<file path="src/sv/cbt_pkg.sv">
// Shared types, constants and byte-class helpers for the CSS byte tokenizer.
`timescale 1ns / 1ps

package cbt_pkg;

  // Default widths of the position counters and the queue depth
  localparam int CBT_LINE_BITS   = 20;
  localparam int CBT_COLUMN_BITS = 16;
  localparam int CBT_OFFSET_BITS = 24;
  localparam int CBT_QUEUE_DEPTH = 4;
  localparam int KIND_BITS       = 4;

  // Token kinds as they appear on the result channel
  typedef enum logic [KIND_BITS-1:0] {
    TK_LBRACE = 4'd0,
    TK_RBRACE = 4'd1,
    TK_COLON  = 4'd2,
    TK_SEMI   = 4'd3,
    TK_COMMA  = 4'd4,
    TK_HASH   = 4'd5,
    TK_AT     = 4'd6,
    TK_STRING = 4'd7,
    TK_NUMBER = 4'd8,
    TK_IDENT  = 4'd9,
    TK_DELIM  = 4'd10,
    TK_EOF    = 4'd11
  } token_kind_t;

  // Lexer modes
  typedef enum logic [3:0] {
    LM_IDLE,
    LM_SLASH,
    LM_COMMENT,
    LM_STAR,
    LM_HASH,
    LM_AT,
    LM_NUMBER,
    LM_IDENT,
    LM_STRING,
    LM_ESCAPE
  } lex_mode_t;

  // Byte codes
  localparam logic [7:0] CH_LBRACE  = 8'h7B;
  localparam logic [7:0] CH_RBRACE  = 8'h7D;
  localparam logic [7:0] CH_COLON   = 8'h3A;
  localparam logic [7:0] CH_SEMI    = 8'h3B;
  localparam logic [7:0] CH_COMMA   = 8'h2C;
  localparam logic [7:0] CH_HASH    = 8'h23;
  localparam logic [7:0] CH_AT      = 8'h40;
  localparam logic [7:0] CH_PERCENT = 8'h25;
  localparam logic [7:0] CH_SLASH   = 8'h2F;
  localparam logic [7:0] CH_STAR    = 8'h2A;
  localparam logic [7:0] CH_DQUOTE  = 8'h22;
  localparam logic [7:0] CH_SQUOTE  = 8'h27;
  localparam logic [7:0] CH_BSLASH  = 8'h5C;
  localparam logic [7:0] CH_MINUS   = 8'h2D;
  localparam logic [7:0] CH_UNDER   = 8'h5F;
  localparam logic [7:0] CH_DOT     = 8'h2E;
  localparam logic [7:0] CH_NEWLINE = 8'h0A;
  localparam logic [7:0] CH_SPACE   = 8'h20;

  function automatic logic is_digit(input logic [7:0] b);
    return (b >= 8'h30) && (b <= 8'h39);
  endfunction

  function automatic logic is_alpha(input logic [7:0] b);
    return ((b >= 8'h61) && (b <= 8'h7A)) || ((b >= 8'h41) && (b <= 8'h5A));
  endfunction

  function automatic logic is_alnum(input logic [7:0] b);
    return is_digit(b) || is_alpha(b);
  endfunction

  // Tab, LF, VT, FF, CR and space
  function automatic logic is_space(input logic [7:0] b);
    return (b == CH_SPACE) || ((b >= 8'h09) && (b <= 8'h0D));
  endfunction

endpackage

</file>
<file path="src/sv/css_byte_tokenizer_top.sv">
// Top level of the CSS byte tokenizer: lexer front end, record queue, output back end.
`timescale 1ns / 1ps
//
// Input channel (in_valid/in_ready): one word is a text byte, or an end marker
// when in_end_of_text is high. Output channel (out_valid/out_ready): one word
// is one token with kind, start line/column, text offset/length and a flag on
// the last token caused by an input word.
// The lexer accepts one word per cycle while the record queue has room; each
// word produces zero, one or two tokens, queued as one record. The back end
// sends one token per cycle while the receiver is ready, so a word that
// yields two tokens sends them one after the other; sustained input rate is
// one word per cycle whenever the receiver is ready and the average token
// count per word stays at or below one. The queue is written at the edge that
// accepts the word; the output register then loads the token from the queue
// head once earlier tokens are out and the register is free.
// When the receiver stalls, the output register holds its word and the queue
// fills; in_ready drops only once all queue entries are taken.
// Reset (rst_n low, synchronous) empties the queue and output register and
// returns the lexer to idle at line 1, column 1, offset 0. After an end
// marker the lexer returns to the same state on its own.
//
module css_byte_tokenizer_top
  import cbt_pkg::*;
#(
  parameter int LINE_BITS   = CBT_LINE_BITS,
  parameter int COLUMN_BITS = CBT_COLUMN_BITS,
  parameter int OFFSET_BITS = CBT_OFFSET_BITS,
  parameter int QUEUE_DEPTH = CBT_QUEUE_DEPTH
) (
  input  logic                   clk,
  input  logic                   rst_n,
  input  logic                   in_valid,
  output logic                   in_ready,
  input  logic [7:0]             in_text_byte,
  input  logic                   in_end_of_text,
  output logic                   out_valid,
  input  logic                   out_ready,
  output logic [KIND_BITS-1:0]   out_token_kind,
  output logic [LINE_BITS-1:0]   out_start_line,
  output logic [COLUMN_BITS-1:0] out_start_column,
  output logic [OFFSET_BITS-1:0] out_text_offset,
  output logic [OFFSET_BITS-1:0] out_text_length,
  output logic                   out_last_of_run
);

  localparam int SLOT_W = 1 + KIND_BITS + LINE_BITS + COLUMN_BITS + 2 * OFFSET_BITS;
  localparam int REC_W  = 2 * SLOT_W;

  logic             step, push, pop, q_empty, q_full;
  logic [REC_W-1:0] push_rec, head_rec;

  assign in_ready = !q_full;
  assign step     = in_valid && in_ready;

  cbt_front #(
    .LINE_BITS   (LINE_BITS),
    .COLUMN_BITS (COLUMN_BITS),
    .OFFSET_BITS (OFFSET_BITS)
  ) u_front (
    .clk         (clk),
    .rst_n       (rst_n),
    .step        (step),
    .text_byte   (in_text_byte),
    .end_of_text (in_end_of_text),
    .push        (push),
    .push_rec    (push_rec)
  );

  cbt_fifo #(
    .WIDTH (REC_W),
    .DEPTH (QUEUE_DEPTH)
  ) u_fifo (
    .clk       (clk),
    .rst_n     (rst_n),
    .push      (push),
    .push_data (push_rec),
    .pop       (pop),
    .head_data (head_rec),
    .empty     (q_empty),
    .full      (q_full)
  );

  cbt_back #(
    .LINE_BITS   (LINE_BITS),
    .COLUMN_BITS (COLUMN_BITS),
    .OFFSET_BITS (OFFSET_BITS)
  ) u_back (
    .clk              (clk),
    .rst_n            (rst_n),
    .head_valid       (!q_empty),
    .head_rec         (head_rec),
    .pop              (pop),
    .out_valid        (out_valid),
    .out_ready        (out_ready),
    .out_token_kind   (out_token_kind),
    .out_start_line   (out_start_line),
    .out_start_column (out_start_column),
    .out_text_offset  (out_text_offset),
    .out_text_length  (out_text_length),
    .out_last_of_run  (out_last_of_run)
  );

endmodule

</file>
<file path="src/sv/cbt_front.sv">
// Front end: lexer that classifies one byte a cycle, when stepped, into token records.
`timescale 1ns / 1ps

module cbt_front
  import cbt_pkg::*;
#(
  parameter int LINE_BITS   = CBT_LINE_BITS,
  parameter int COLUMN_BITS = CBT_COLUMN_BITS,
  parameter int OFFSET_BITS = CBT_OFFSET_BITS,
  localparam int SLOT_W     = 1 + KIND_BITS + LINE_BITS + COLUMN_BITS + 2 * OFFSET_BITS,
  localparam int REC_W      = 2 * SLOT_W
) (
  input  logic             clk,
  input  logic             rst_n,
  input  logic             step,
  input  logic [7:0]       text_byte,
  input  logic             end_of_text,
  output logic             push,
  output logic [REC_W-1:0] push_rec
);

  localparam logic [LINE_BITS-1:0]   LINE_ONE = LINE_BITS'(1);
  localparam logic [COLUMN_BITS-1:0] COL_ONE  = COLUMN_BITS'(1);
  localparam logic [OFFSET_BITS-1:0] OFF_ONE  = OFFSET_BITS'(1);

  lex_mode_t               mode_r, mode_nxt;
  logic                    dq_r, dq_nxt;
  logic [LINE_BITS-1:0]    cur_line_r, cur_line_nxt;
  logic [COLUMN_BITS-1:0]  cur_col_r, cur_col_nxt;
  logic [OFFSET_BITS-1:0]  pos_r, pos_nxt;
  logic [LINE_BITS-1:0]    tok_line_r, tok_line_nxt;
  logic [COLUMN_BITS-1:0]  tok_col_r, tok_col_nxt;
  logic [OFFSET_BITS-1:0]  tok_off_r, tok_off_nxt;
  logic [OFFSET_BITS-1:0]  tok_len_r, tok_len_nxt;

  logic                    e0, e1, run_idle, cont;
  token_kind_t             k0, k1, pend_kind;
  logic [OFFSET_BITS-1:0]  o1, n1, pos_inc, len_inc;
  logic [LINE_BITS-1:0]    line_inc;
  logic [COLUMN_BITS-1:0]  col_inc;
  logic                    quote_hit;

  // Saturating increments
  assign pos_inc  = (pos_r == '1) ? pos_r : pos_r + OFF_ONE;
  assign len_inc  = (tok_len_r == '1) ? tok_len_r : tok_len_r + OFF_ONE;
  assign line_inc = (cur_line_r == '1) ? cur_line_r : cur_line_r + LINE_ONE;
  assign col_inc  = (cur_col_r == '1) ? cur_col_r : cur_col_r + COL_ONE;

  assign quote_hit = (text_byte == (dq_r ? CH_DQUOTE : CH_SQUOTE));

  // Kind of the pending multi-byte token for the current mode
  always_comb begin
    unique case (mode_r)
      LM_HASH:               pend_kind = TK_HASH;
      LM_AT:                 pend_kind = TK_AT;
      LM_NUMBER:             pend_kind = TK_NUMBER;
      LM_IDENT:              pend_kind = TK_IDENT;
      LM_STRING, LM_ESCAPE:  pend_kind = TK_STRING;
      default:               pend_kind = TK_DELIM;
    endcase
  end

  // Continuation test for hash, at-rule, number and identifier tokens
  always_comb begin
    unique case (mode_r)
      LM_AT:     cont = is_alnum(text_byte) || (text_byte == CH_MINUS);
      LM_NUMBER: cont = is_alnum(text_byte) || (text_byte == CH_DOT) ||
                        (text_byte == CH_PERCENT);
      default:   cont = is_alnum(text_byte) || (text_byte == CH_MINUS) ||
                        (text_byte == CH_UNDER);
    endcase
  end

  // Next state and emitted tokens; slot 0 is the pending token, slot 1 the new one
  always_comb begin
    mode_nxt     = mode_r;
    dq_nxt       = dq_r;
    cur_line_nxt = cur_line_r;
    cur_col_nxt  = cur_col_r;
    pos_nxt      = pos_r;
    tok_line_nxt = tok_line_r;
    tok_col_nxt  = tok_col_r;
    tok_off_nxt  = tok_off_r;
    tok_len_nxt  = tok_len_r;
    e0           = 1'b0;
    k0           = pend_kind;
    e1           = 1'b0;
    k1           = TK_DELIM;
    o1           = pos_r;
    n1           = OFF_ONE;
    run_idle     = 1'b0;

    if (end_of_text) begin
      // Flush pending token, then end-of-file; all state back to reset values
      e0           = (mode_r != LM_IDLE) && (mode_r != LM_COMMENT) && (mode_r != LM_STAR);
      e1           = 1'b1;
      k1           = TK_EOF;
      n1           = '0;
      mode_nxt     = LM_IDLE;
      dq_nxt       = 1'b0;
      cur_line_nxt = LINE_ONE;
      cur_col_nxt  = COL_ONE;
      pos_nxt      = '0;
      tok_line_nxt = LINE_ONE;
      tok_col_nxt  = COL_ONE;
      tok_off_nxt  = '0;
      tok_len_nxt  = '0;
    end else begin
      unique case (mode_r)
        LM_SLASH: begin
          if (text_byte == CH_STAR) begin
            mode_nxt = LM_COMMENT;
          end else begin
            e0       = 1'b1;
            run_idle = 1'b1;
          end
        end
        LM_COMMENT: begin
          if (text_byte == CH_STAR) mode_nxt = LM_STAR;
        end
        LM_STAR: begin
          if (text_byte == CH_SLASH) mode_nxt = LM_IDLE;
          else if (text_byte != CH_STAR) mode_nxt = LM_COMMENT;
        end
        LM_HASH, LM_AT, LM_NUMBER, LM_IDENT: begin
          if (cont) begin
            tok_len_nxt = len_inc;
          end else begin
            e0       = 1'b1;
            run_idle = 1'b1;
          end
        end
        LM_STRING: begin
          if (quote_hit) begin
            e0       = 1'b1;
            mode_nxt = LM_IDLE;
          end else begin
            tok_len_nxt = len_inc;
            if (text_byte == CH_BSLASH) mode_nxt = LM_ESCAPE;
          end
        end
        LM_ESCAPE: begin
          tok_len_nxt = len_inc;
          mode_nxt    = LM_STRING;
        end
        default: begin
          run_idle = 1'b1;
        end
      endcase

      // Classify the byte from the idle mode
      if (run_idle) begin
        mode_nxt = LM_IDLE;
        priority if (is_space(text_byte)) begin
          mode_nxt = LM_IDLE;
        end else if (text_byte == CH_LBRACE) begin
          e1 = 1'b1;
          k1 = TK_LBRACE;
        end else if (text_byte == CH_RBRACE) begin
          e1 = 1'b1;
          k1 = TK_RBRACE;
        end else if (text_byte == CH_COLON) begin
          e1 = 1'b1;
          k1 = TK_COLON;
        end else if (text_byte == CH_SEMI) begin
          e1 = 1'b1;
          k1 = TK_SEMI;
        end else if (text_byte == CH_COMMA) begin
          e1 = 1'b1;
          k1 = TK_COMMA;
        end else if ((text_byte == CH_DQUOTE) || (text_byte == CH_SQUOTE)) begin
          mode_nxt     = LM_STRING;
          dq_nxt       = (text_byte == CH_DQUOTE);
          tok_line_nxt = cur_line_r;
          tok_col_nxt  = cur_col_r;
          tok_off_nxt  = pos_inc;
          tok_len_nxt  = '0;
        end else if ((text_byte == CH_SLASH) || (text_byte == CH_HASH) ||
                     (text_byte == CH_AT) || is_digit(text_byte) ||
                     is_alpha(text_byte) || (text_byte == CH_MINUS) ||
                     (text_byte == CH_UNDER)) begin
          priority if (text_byte == CH_SLASH) mode_nxt = LM_SLASH;
          else if (text_byte == CH_HASH) mode_nxt = LM_HASH;
          else if (text_byte == CH_AT) mode_nxt = LM_AT;
          else if (is_digit(text_byte)) mode_nxt = LM_NUMBER;
          else mode_nxt = LM_IDENT;
          tok_line_nxt = cur_line_r;
          tok_col_nxt  = cur_col_r;
          tok_off_nxt  = pos_r;
          tok_len_nxt  = OFF_ONE;
        end else begin
          e1 = 1'b1;
          k1 = TK_DELIM;
        end
      end

      // Position tracking applies to every byte
      pos_nxt = pos_inc;
      if (text_byte == CH_NEWLINE) begin
        cur_line_nxt = line_inc;
        cur_col_nxt  = COL_ONE;
      end else begin
        cur_col_nxt  = col_inc;
      end
    end
  end

  // Record to the queue
  assign push     = step && (e0 || e1);
  assign push_rec = {e1, k1, cur_line_r, cur_col_r, o1, n1,
                     e0, k0, tok_line_r, tok_col_r, tok_off_r, tok_len_r};

  // State registers
  always_ff @(posedge clk) begin
    if (!rst_n) begin
      mode_r     <= LM_IDLE;
      dq_r       <= 1'b0;
      cur_line_r <= LINE_ONE;
      cur_col_r  <= COL_ONE;
      pos_r      <= '0;
      tok_line_r <= LINE_ONE;
      tok_col_r  <= COL_ONE;
      tok_off_r  <= '0;
      tok_len_r  <= '0;
    end else if (step) begin
      mode_r     <= mode_nxt;
      dq_r       <= dq_nxt;
      cur_line_r <= cur_line_nxt;
      cur_col_r  <= cur_col_nxt;
      pos_r      <= pos_nxt;
      tok_line_r <= tok_line_nxt;
      tok_col_r  <= tok_col_nxt;
      tok_off_r  <= tok_off_nxt;
      tok_len_r  <= tok_len_nxt;
    end
  end

endmodule

</file>
<file path="src/sv/cbt_fifo.sv">
// Short queue of token records between the lexer front end and the output back end.
`timescale 1ns / 1ps

module cbt_fifo
  import cbt_pkg::*;
#(
  parameter int WIDTH = 8,
  parameter int DEPTH = CBT_QUEUE_DEPTH,
  localparam int PTR_W = (DEPTH > 1) ? $clog2(DEPTH) : 1,
  localparam int CNT_W = $clog2(DEPTH + 1)
) (
  input  logic             clk,
  input  logic             rst_n,
  input  logic             push,
  input  logic [WIDTH-1:0] push_data,
  input  logic             pop,
  output logic [WIDTH-1:0] head_data,
  output logic             empty,
  output logic             full
);

  localparam logic [PTR_W-1:0] PTR_LAST = PTR_W'(DEPTH - 1);
  localparam logic [CNT_W-1:0] CNT_FULL = CNT_W'(DEPTH);

  logic [WIDTH-1:0] mem_r [DEPTH];
  logic [PTR_W-1:0] wr_ptr_r, wr_ptr_nxt;
  logic [PTR_W-1:0] rd_ptr_r, rd_ptr_nxt;
  logic [CNT_W-1:0] count_r, count_nxt;
  logic             do_push, do_pop;

  assign empty     = (count_r == '0);
  assign full      = (count_r == CNT_FULL);
  assign do_push   = push && !full;
  assign do_pop    = pop && !empty;
  assign head_data = mem_r[rd_ptr_r];

  // Pointer and fill count update
  always_comb begin
    wr_ptr_nxt = wr_ptr_r;
    rd_ptr_nxt = rd_ptr_r;
    count_nxt  = count_r;
    if (do_push) wr_ptr_nxt = (wr_ptr_r == PTR_LAST) ? '0 : wr_ptr_r + PTR_W'(1);
    if (do_pop)  rd_ptr_nxt = (rd_ptr_r == PTR_LAST) ? '0 : rd_ptr_r + PTR_W'(1);
    if (do_push && !do_pop) count_nxt = count_r + CNT_W'(1);
    else if (do_pop && !do_push) count_nxt = count_r - CNT_W'(1);
  end

  always_ff @(posedge clk) begin
    if (!rst_n) begin
      wr_ptr_r <= '0;
      rd_ptr_r <= '0;
      count_r  <= '0;
    end else begin
      wr_ptr_r <= wr_ptr_nxt;
      rd_ptr_r <= rd_ptr_nxt;
      count_r  <= count_nxt;
    end
  end

  // Storage
  always_ff @(posedge clk) begin
    if (do_push) mem_r[wr_ptr_r] <= push_data;
  end

endmodule

</file>
<file path="src/sv/cbt_back.sv">
// Back end: splits queued records into single tokens behind an output register.
`timescale 1ns / 1ps

module cbt_back
  import cbt_pkg::*;
#(
  parameter int LINE_BITS   = CBT_LINE_BITS,
  parameter int COLUMN_BITS = CBT_COLUMN_BITS,
  parameter int OFFSET_BITS = CBT_OFFSET_BITS,
  localparam int SLOT_W     = 1 + KIND_BITS + LINE_BITS + COLUMN_BITS + 2 * OFFSET_BITS,
  localparam int REC_W      = 2 * SLOT_W
) (
  input  logic                   clk,
  input  logic                   rst_n,
  input  logic                   head_valid,
  input  logic [REC_W-1:0]       head_rec,
  output logic                   pop,
  output logic                   out_valid,
  input  logic                   out_ready,
  output logic [KIND_BITS-1:0]   out_token_kind,
  output logic [LINE_BITS-1:0]   out_start_line,
  output logic [COLUMN_BITS-1:0] out_start_column,
  output logic [OFFSET_BITS-1:0] out_text_offset,
  output logic [OFFSET_BITS-1:0] out_text_length,
  output logic                   out_last_of_run
);

  logic [SLOT_W-1:0]      slot0, slot1, pick;
  logic                   v0, v1;
  logic                   out_valid_r, out_valid_nxt;
  logic                   sent0_r, sent0_nxt;
  logic                   last_nxt, load, take0;
  logic [KIND_BITS-1:0]   kind_r;
  logic [LINE_BITS-1:0]   line_r;
  logic [COLUMN_BITS-1:0] col_r;
  logic [OFFSET_BITS-1:0] off_r, len_r;
  logic                   last_r;

  assign slot0 = head_rec[SLOT_W-1:0];
  assign slot1 = head_rec[REC_W-1:SLOT_W];
  assign v0    = slot0[SLOT_W-1];
  assign v1    = slot1[SLOT_W-1];
  assign load  = !out_valid_r || out_ready;
  assign take0 = v0 && !sent0_r;
  assign pick  = take0 ? slot0 : slot1;

  // Choose the next token and decide when the record is used up
  always_comb begin
    out_valid_nxt = out_valid_r;
    sent0_nxt     = sent0_r;
    pop           = 1'b0;
    last_nxt      = 1'b1;
    if (load) begin
      out_valid_nxt = head_valid;
      if (head_valid) begin
        if (take0) begin
          last_nxt = !v1;
          if (v1) sent0_nxt = 1'b1;
          else pop = 1'b1;
        end else begin
          pop       = 1'b1;
          sent0_nxt = 1'b0;
        end
      end
    end
  end

  always_ff @(posedge clk) begin
    if (!rst_n) begin
      out_valid_r <= 1'b0;
      sent0_r     <= 1'b0;
    end else begin
      out_valid_r <= out_valid_nxt;
      sent0_r     <= sent0_nxt;
    end
  end

  // Output word register
  always_ff @(posedge clk) begin
    if (load && head_valid) begin
      {kind_r, line_r, col_r, off_r, len_r} <= pick[SLOT_W-2:0];
      last_r <= last_nxt;
    end
  end

  assign out_valid        = out_valid_r;
  assign out_token_kind   = kind_r;
  assign out_start_line   = line_r;
  assign out_start_column = col_r;
  assign out_text_offset  = off_r;
  assign out_text_length  = len_r;
  assign out_last_of_run  = last_r;

endmodule

</file>
<file path="config.mk">
export PLATFORM = sky130hd
export DESIGN_NAME = css_byte_tokenizer_top
export DESIGN_NICKNAME = d
export VERILOG_FILES = /design/src/sv/cbt_pkg.sv /design/src/sv/css_byte_tokenizer_top.sv /design/src/sv/cbt_front.sv /design/src/sv/cbt_fifo.sv /design/src/sv/cbt_back.sv
export SDC_FILE = /design/constraint.sdc
export NUM_CORES = 1
export LEC_CHECK = 0
export BUFFER_PORTS_ARGS = -buffer_cell sky130_fd_sc_hd__buf_4
export CAP_MARGIN = 20
export CORE_ASPECT_RATIO = 0.75
export CORE_MARGIN = 10
export CORE_UTILIZATION = 50
export CTS_BUF_LIST = sky130_fd_sc_hd__clkbuf_8
export CTS_CLUSTER_SIZE = 40
export DETAILED_ROUTE_END_ITERATION = 10
export GPL_ROUTABILITY_DRIVEN = 0
export GPL_TIMING_DRIVEN = 1
export PLACE_DENSITY = 0.7
export SYNTH_ARGS = -nofsm -noshare
export SYNTH_HDL_FRONTEND = slang
export SYNTH_HIERARCHICAL = 1
export SYNTH_SLANG_ARGS = --single-unit
</file>
<file path="constraint.sdc">
create_clock -name clk -period 15.45 [get_ports clk]
set_clock_uncertainty 0.2 [all_clocks]
set_input_delay 1.545 -clock clk [delete_from_list [all_inputs] [get_ports clk]]
set_output_delay 1.545 -clock clk [all_outputs]
set_load 0.01 [all_outputs]
</file>
==> report_table.html <==
<table>
<tr><th>Metric</th><th>Value</th></tr>
<tr><th colspan="2">Timing</th></tr>
<tr><td>RSZ-0062 raised after global routing</td><td>no</td></tr>
<tr><td>Share of the clock period used by the worst path</td><td>roughly 40%</td></tr>
<tr><td>Max-Slew Margin vs Limit</td><td>28.0%</td></tr>
<tr><td>Number of hold violations in the final report</td><td>0</td></tr>
<tr><td>Slew @ Worst Pin</td><td>1.08 ns</td></tr>
<tr><td>Post-layout min period</td><td>~6 ns</td></tr>
<tr><td>Fmax</td><td>roughly 0.16 GHz</td></tr>
<tr><td>Total count of max-transition violations in the final report</td><td>0</td></tr>
<tr><td>Sum of negative setup slack</td><td>0 ns</td></tr>
<tr><td>Worst hold slack after final layout</td><td>roughly 0.28 ns</td></tr>
<tr><td>Total of endpoints with negative setup slack in the final report</td><td>0</td></tr>
<tr><th colspan="2">Drt</th></tr>
<tr><td>Antenna violation net count after detailed routing</td><td>0</td></tr>
<tr><td>Wire length after detailed routing</td><td>80.3 mm</td></tr>
<tr><td>Number of DRC markers after the initial detailed-route iteration</td><td>approximately 2300</td></tr>
<tr><td>Number of optimization iterations in the first detailed-route pass</td><td>6</td></tr>
<tr><td>Via/cell ratio</td><td>between 5 and 6</td></tr>
<tr><td>Detailed-route DRC error count</td><td>0</td></tr>
<tr><td>Wire length per cell after detailed routing</td><td>around 22 um</td></tr>
<tr><td>Total number of vias</td><td>about 21000</td></tr>
<tr><th colspan="2">Clock network</th></tr>
<tr><td>Max H-tree Level</td><td>4</td></tr>
<tr><td>Number of buffers added for setup after CTS</td><td>0</td></tr>
<tr><td>CTS Buf Count</td><td>around 150</td></tr>
<tr><td>Root Buffer Master</td><td>sky130_fd_sc_hd__clkbuf_8</td></tr>
<tr><td>Post-CTS sizing</td><td>0</td></tr>
<tr><td>Clock latency at the later pin of the worst-skew pair</td><td>roughly 0.80 ns</td></tr>
<tr><td>Hold-fix buffers, CTS</td><td>0</td></tr>
<tr><td>Clock tree sinks</td><td>slightly below 1000</td></tr>
<tr><td>Clock edge transition at the registers on the reported setup and hold paths</td><td>0.06 ns</td></tr>
<tr><td>Clock tree from TritonCTS</td><td>yes</td></tr>
<tr><td>Bufs on Longest Clock Path</td><td>3</td></tr>
<tr><th colspan="2">Layout</th></tr>
<tr><td>Fraction of layout instances using a drive strength above 1</td><td>about a fifth</td></tr>
<tr><td>Number of nets in the finished design</td><td>2507</td></tr>
<tr><td>Filler Cells Inserted</td><td>around 5800</td></tr>
<tr><td>Most used cells in the layout excluding fill and tap cells</td><td>sky130_fd_sc_hd__edfxtp_1, sky130_fd_sc_hd__nand2_1, sky130_fd_sc_hd__mux4_2</td></tr>
<tr><td>Area grow syn2layout</td><td>11.4%</td></tr>
<tr><td>Final Core Density</td><td>approximately 56%</td></tr>
<tr><td>Total non-filler cell area in the finished layout</td><td>~42000 um2</td></tr>
<tr><td>Commonest non-fill, non-tap cell in the layout</td><td>sky130_fd_sc_hd__edfxtp_1</td></tr>
<tr><th colspan="2">Critical path</th></tr>
<tr><td>Worst Reg2Reg Path Length in Cells</td><td>11</td></tr>
<tr><td>Maximum fanout along the worst path</td><td>62</td></tr>
<tr><td>Endpoint kind of the worst setup timing path</td><td>register</td></tr>
<tr><td>R2R Setup Slk</td><td>9.69 ns</td></tr>
<tr><td>Req. time, crit path</td><td>15.66 ns</td></tr>
<tr><td>CP arrival</td><td>~6.4 ns</td></tr>
<tr><td>Worst reg2reg startpoint</td><td>u_front/mode_r[1]</td></tr>
<tr><td>R2r endpoint</td><td>u_fifo/mem_r[0][0]</td></tr>
<tr><td>Startpoint type of the worst setup path</td><td>primary input</td></tr>
<tr><td>WS Path Type</td><td>in -&gt; reg</td></tr>
<tr><th colspan="2">Worst hold path</th></tr>
<tr><td>Worst Hold Endpoint</td><td>u_fifo/mem_r[3][39]</td></tr>
<tr><td>Hold path start</td><td>u_front/tok_off_r[15]</td></tr>
<tr><td>Class of the worst hold path</td><td>reg -&gt; reg</td></tr>
<tr><td>Hold depth</td><td>0</td></tr>
<tr><th colspan="2">Die</th></tr>
<tr><td>I/O pin count</td><td>between 100 and 150</td></tr>
<tr><td>Starting Density</td><td>approximately 50%</td></tr>
<tr><td>Core ar.</td><td>approximately 75000 um2</td></tr>
<tr><td>Number of rows created at floorplan</td><td>87</td></tr>
<tr><td>Die Width</td><td>roughly 340 um</td></tr>
<tr><td>Die ar.</td><td>between 80000 and 90000 um2</td></tr>
<tr><td>Vertical extent of the die</td><td>~260 um</td></tr>
<tr><th colspan="2">Synth</th></tr>
<tr><td>Share of synthesized area occupied by flip-flops and latches</td><td>between 70 and 80%</td></tr>
<tr><td>Number of synthesized flops with an enable pin</td><td>~800</td></tr>
<tr><td>Count of distinct cell types in the synthesized netlist</td><td>84</td></tr>
<tr><td>Synthesis-stage register bit count</td><td>961</td></tr>
<tr><td>Post-Syn Area</td><td>roughly 38000 um2</td></tr>
<tr><td>Count of synthesis-stage warnings from yosys</td><td>6</td></tr>
<tr><td>Prevailing post-synth register cell</td><td>sky130_fd_sc_hd__edfxtp_1</td></tr>
<tr><td>Average cell area after synthesis</td><td>around 16 um2</td></tr>
<tr><td>Async SR Flop Fraction</td><td>0%</td></tr>
<tr><td>Syn Inst Count</td><td>between 2000 and 2500</td></tr>
<tr><th colspan="2">GRT</th></tr>
<tr><td>Via count of the first global-routing pass</td><td>between 20000 and 25000</td></tr>
<tr><td>First-pass GRT wire length</td><td>around 130 mm</td></tr>
<tr><td>Initial antenna violation count</td><td>9</td></tr>
<tr><td>Maximum number of pins on one net before global-route repair</td><td>70</td></tr>
<tr><td>Total congestion overflow after global routing</td><td>0</td></tr>
<tr><td>Tot GR Track Use</td><td>about 18%</td></tr>
<tr><th colspan="2">Status</th></tr>
<tr><td>Status</td><td>finished, final reports clean</td></tr>
<tr><th colspan="2">Place</th></tr>
<tr><td>Port Buffer Count</td><td>approximately 100</td></tr>
<tr><td>Hpwl dp</td><td>45.7 mm</td></tr>
<tr><td>Dpl cell area</td><td>between 30000 and 40000 um2</td></tr>
<tr><th colspan="2">Job</th></tr>
<tr><td>MaxCap Viol Count</td><td>0</td></tr>
<tr><th colspan="2">Power</th></tr>
<tr><td>Leakage power of the design</td><td>approximately 15 nW</td></tr>
<tr><td>Pwr Density</td><td>approximately 170 nW/um2</td></tr>
<tr><td>Peak supply drop</td><td>approximately 0.13 mV</td></tr>
<tr><td>Total Power</td><td>0.00713 W</td></tr>
</table>
worst max-delay path: stages:
cell and delay, ns:
sky130_fd_sc_hd__buf_4 0.21, sky130_fd_sc_hd__and4b_1 0.22, sky130_fd_sc_hd__o211a_1 0.23, sky130_fd_sc_hd__o31ai_1 0.52
sky130_fd_sc_hd__nand4_4 0.24, sky130_fd_sc_hd__a221o_1 0.42, sky130_fd_sc_hd__nor2_1 0.14, sky130_fd_sc_hd__o41a_1 0.16
sky130_fd_sc_hd__nor2b_1 0.52, sky130_fd_sc_hd__and2_4 0.60, sky130_fd_sc_hd__buf_4 0.86, sky130_fd_sc_hd__buf_4 0.60
how the worst max path moves through the flow:
stage | cells after the start | slack, ns | end | from
3_5_place_dp | 12 | 8.52 | u_fifo/mem_r[0][9] | in_text_byte[0]
6_report | 12 | 9.30 | u_fifo/mem_r[0][0] | in_text_byte[0]
5_1_grt | 12 | 9.09 | u_fifo/mem_r[0][0] | in_text_byte[0]
4_1_cts | 12 | 9.34 | u_fifo/mem_r[0][23] | in_text_byte[0]
2_1_floorplan | 11 | 6.88 | u_fifo/mem_r[0][0] | in_text_byte[0]
3_3_place_gp | 12 | 8.71 | u_fifo/mem_r[0][0] | in_text_byte[0]
report_power, final:
group | leakage (nW) | internal, W | switching (W)
logic | 4.05 | 0.000690 | 0.00103
clock network | 1.65 | 0.00102 | 0.000948
registers | 9.06 | 0.00331 | 0.000138
total | 14.8 | 0.00502 | 0.00211
stage by stage:
stage / setup WS [ns] / cells
after floorplan: 6.88 / 2352
after global routing: 9.09 / 3623
after CTS: 9.34 / 3620
after detailed placement: 8.52 / 3355
final: 9.30 / 3626
after global placement: 8.71 / 3355
final cells by class:
cell class | instances | area [um2] | share of cell area (%)
clock buffers | 160 | 2200 | 5.19
repair buffers | 131 | 1040 | 2.46
inverters | 20 | 75.1 | 0.177
clock inverters | 105 | 571 | 1.34
well taps | 1023 | 1280 | 3.01
flip-flops and latches | 961 | 27300 | 64.2
diodes | 3 | 7.51 | 0.0177
multi-input cells | 1223 | 10000 | 23.6
cells in the mapped netlist, types with 9 or more instances:
cell,count,area share (%)
sky130_fd_sc_hd__nand4_1,34,0.56
sky130_fd_sc_hd__nand2_1,341,3.4
sky130_fd_sc_hd__a22o_1,58,1.3
sky130_fd_sc_hd__nor2_1,88,0.87
sky130_fd_sc_hd__or3_1,10,0.16
sky130_fd_sc_hd__nor2b_1,27,0.44
sky130_fd_sc_hd__o21ai_0,49,0.64
sky130_fd_sc_hd__and3_1,19,0.31
sky130_fd_sc_hd__edfxtp_1,801,63
sky130_fd_sc_hd__a21oi_1,34,0.45
sky130_fd_sc_hd__xnor2_1,28,0.64
sky130_fd_sc_hd__and4_1,12,0.28
sky130_fd_sc_hd__nand3_1,49,0.64
sky130_fd_sc_hd__buf_4,30,0.59
sky130_fd_sc_hd__a31oi_1,27,0.44
sky130_fd_sc_hd__inv_1,19,0.19
sky130_fd_sc_hd__mux4_2,178,11
sky130_fd_sc_hd__nor3_1,36,0.47
sky130_fd_sc_hd__clkbuf_1,44,0.43
sky130_fd_sc_hd__buf_6,24,0.71
sky130_fd_sc_hd__nand2b_1,12,0.20
sky130_fd_sc_hd__buf_2,48,0.63
sky130_fd_sc_hd__nor4_1,9,0.15
sky130_fd_sc_hd__dfxtp_1,160,8.4
sky130_fd_sc_hd__ha_1,10,0.33
sky130_fd_sc_hd__or2_2,9,0.15
sky130_fd_sc_hd__xor2_1,28,0.64
sky130_fd_sc_hd__a21boi_0,14,0.28
cells by family (layout without fill, tap and decap cells):
family,after synthesis,count (layout),synth area share [%]
adders and majority gates,11,11,0.381
buffers and inverters,168,416,2.58
muxes,186,186,10.7
AOI/OAI and AO/OA,264,264,5.08
and+or+nand+nor,683,683,8.46
xor gates and xnor gates,56,56,1.29
DFF,961,961,71.5
other,1,26,0.00984
state kept, by name, summed over array words and instances, names as in the netlist, named ones only:
register and flops:
u_fifo/mem_r 712, u_back/out_text_length 24, u_back/out_text_offset 24, u_front/o1 24, u_front/tok_len_r 24, u_front/tok_off_r 24
u_back/out_start_line 20, u_front/cur_line_r 20, u_front/tok_line_r 20, u_back/out_start_column 16, u_front/cur_col_r 16, u_front/tok_col_r 16
u_back/out_token_kind 4, u_front/mode_r 4, u_fifo/count_r 3, u_fifo/rd_ptr_r 2, u_fifo/wr_ptr_r 2, u_back/out_last_of_run 1
u_back/out_valid 1, u_back/sent0_r 1, u_front/dq_r 1
layer usage:
layer  global-route usage [%]  vias up  wire length [um]
li1                         -     9364                 -
met1                     25.1    10600             34700
met2                     28.4      861             37800
met3                     4.19      142              6240
met4                     6.23       12              1510
met5                        0        -                77
No activity file was read; power rests on OpenSTA's default activity.
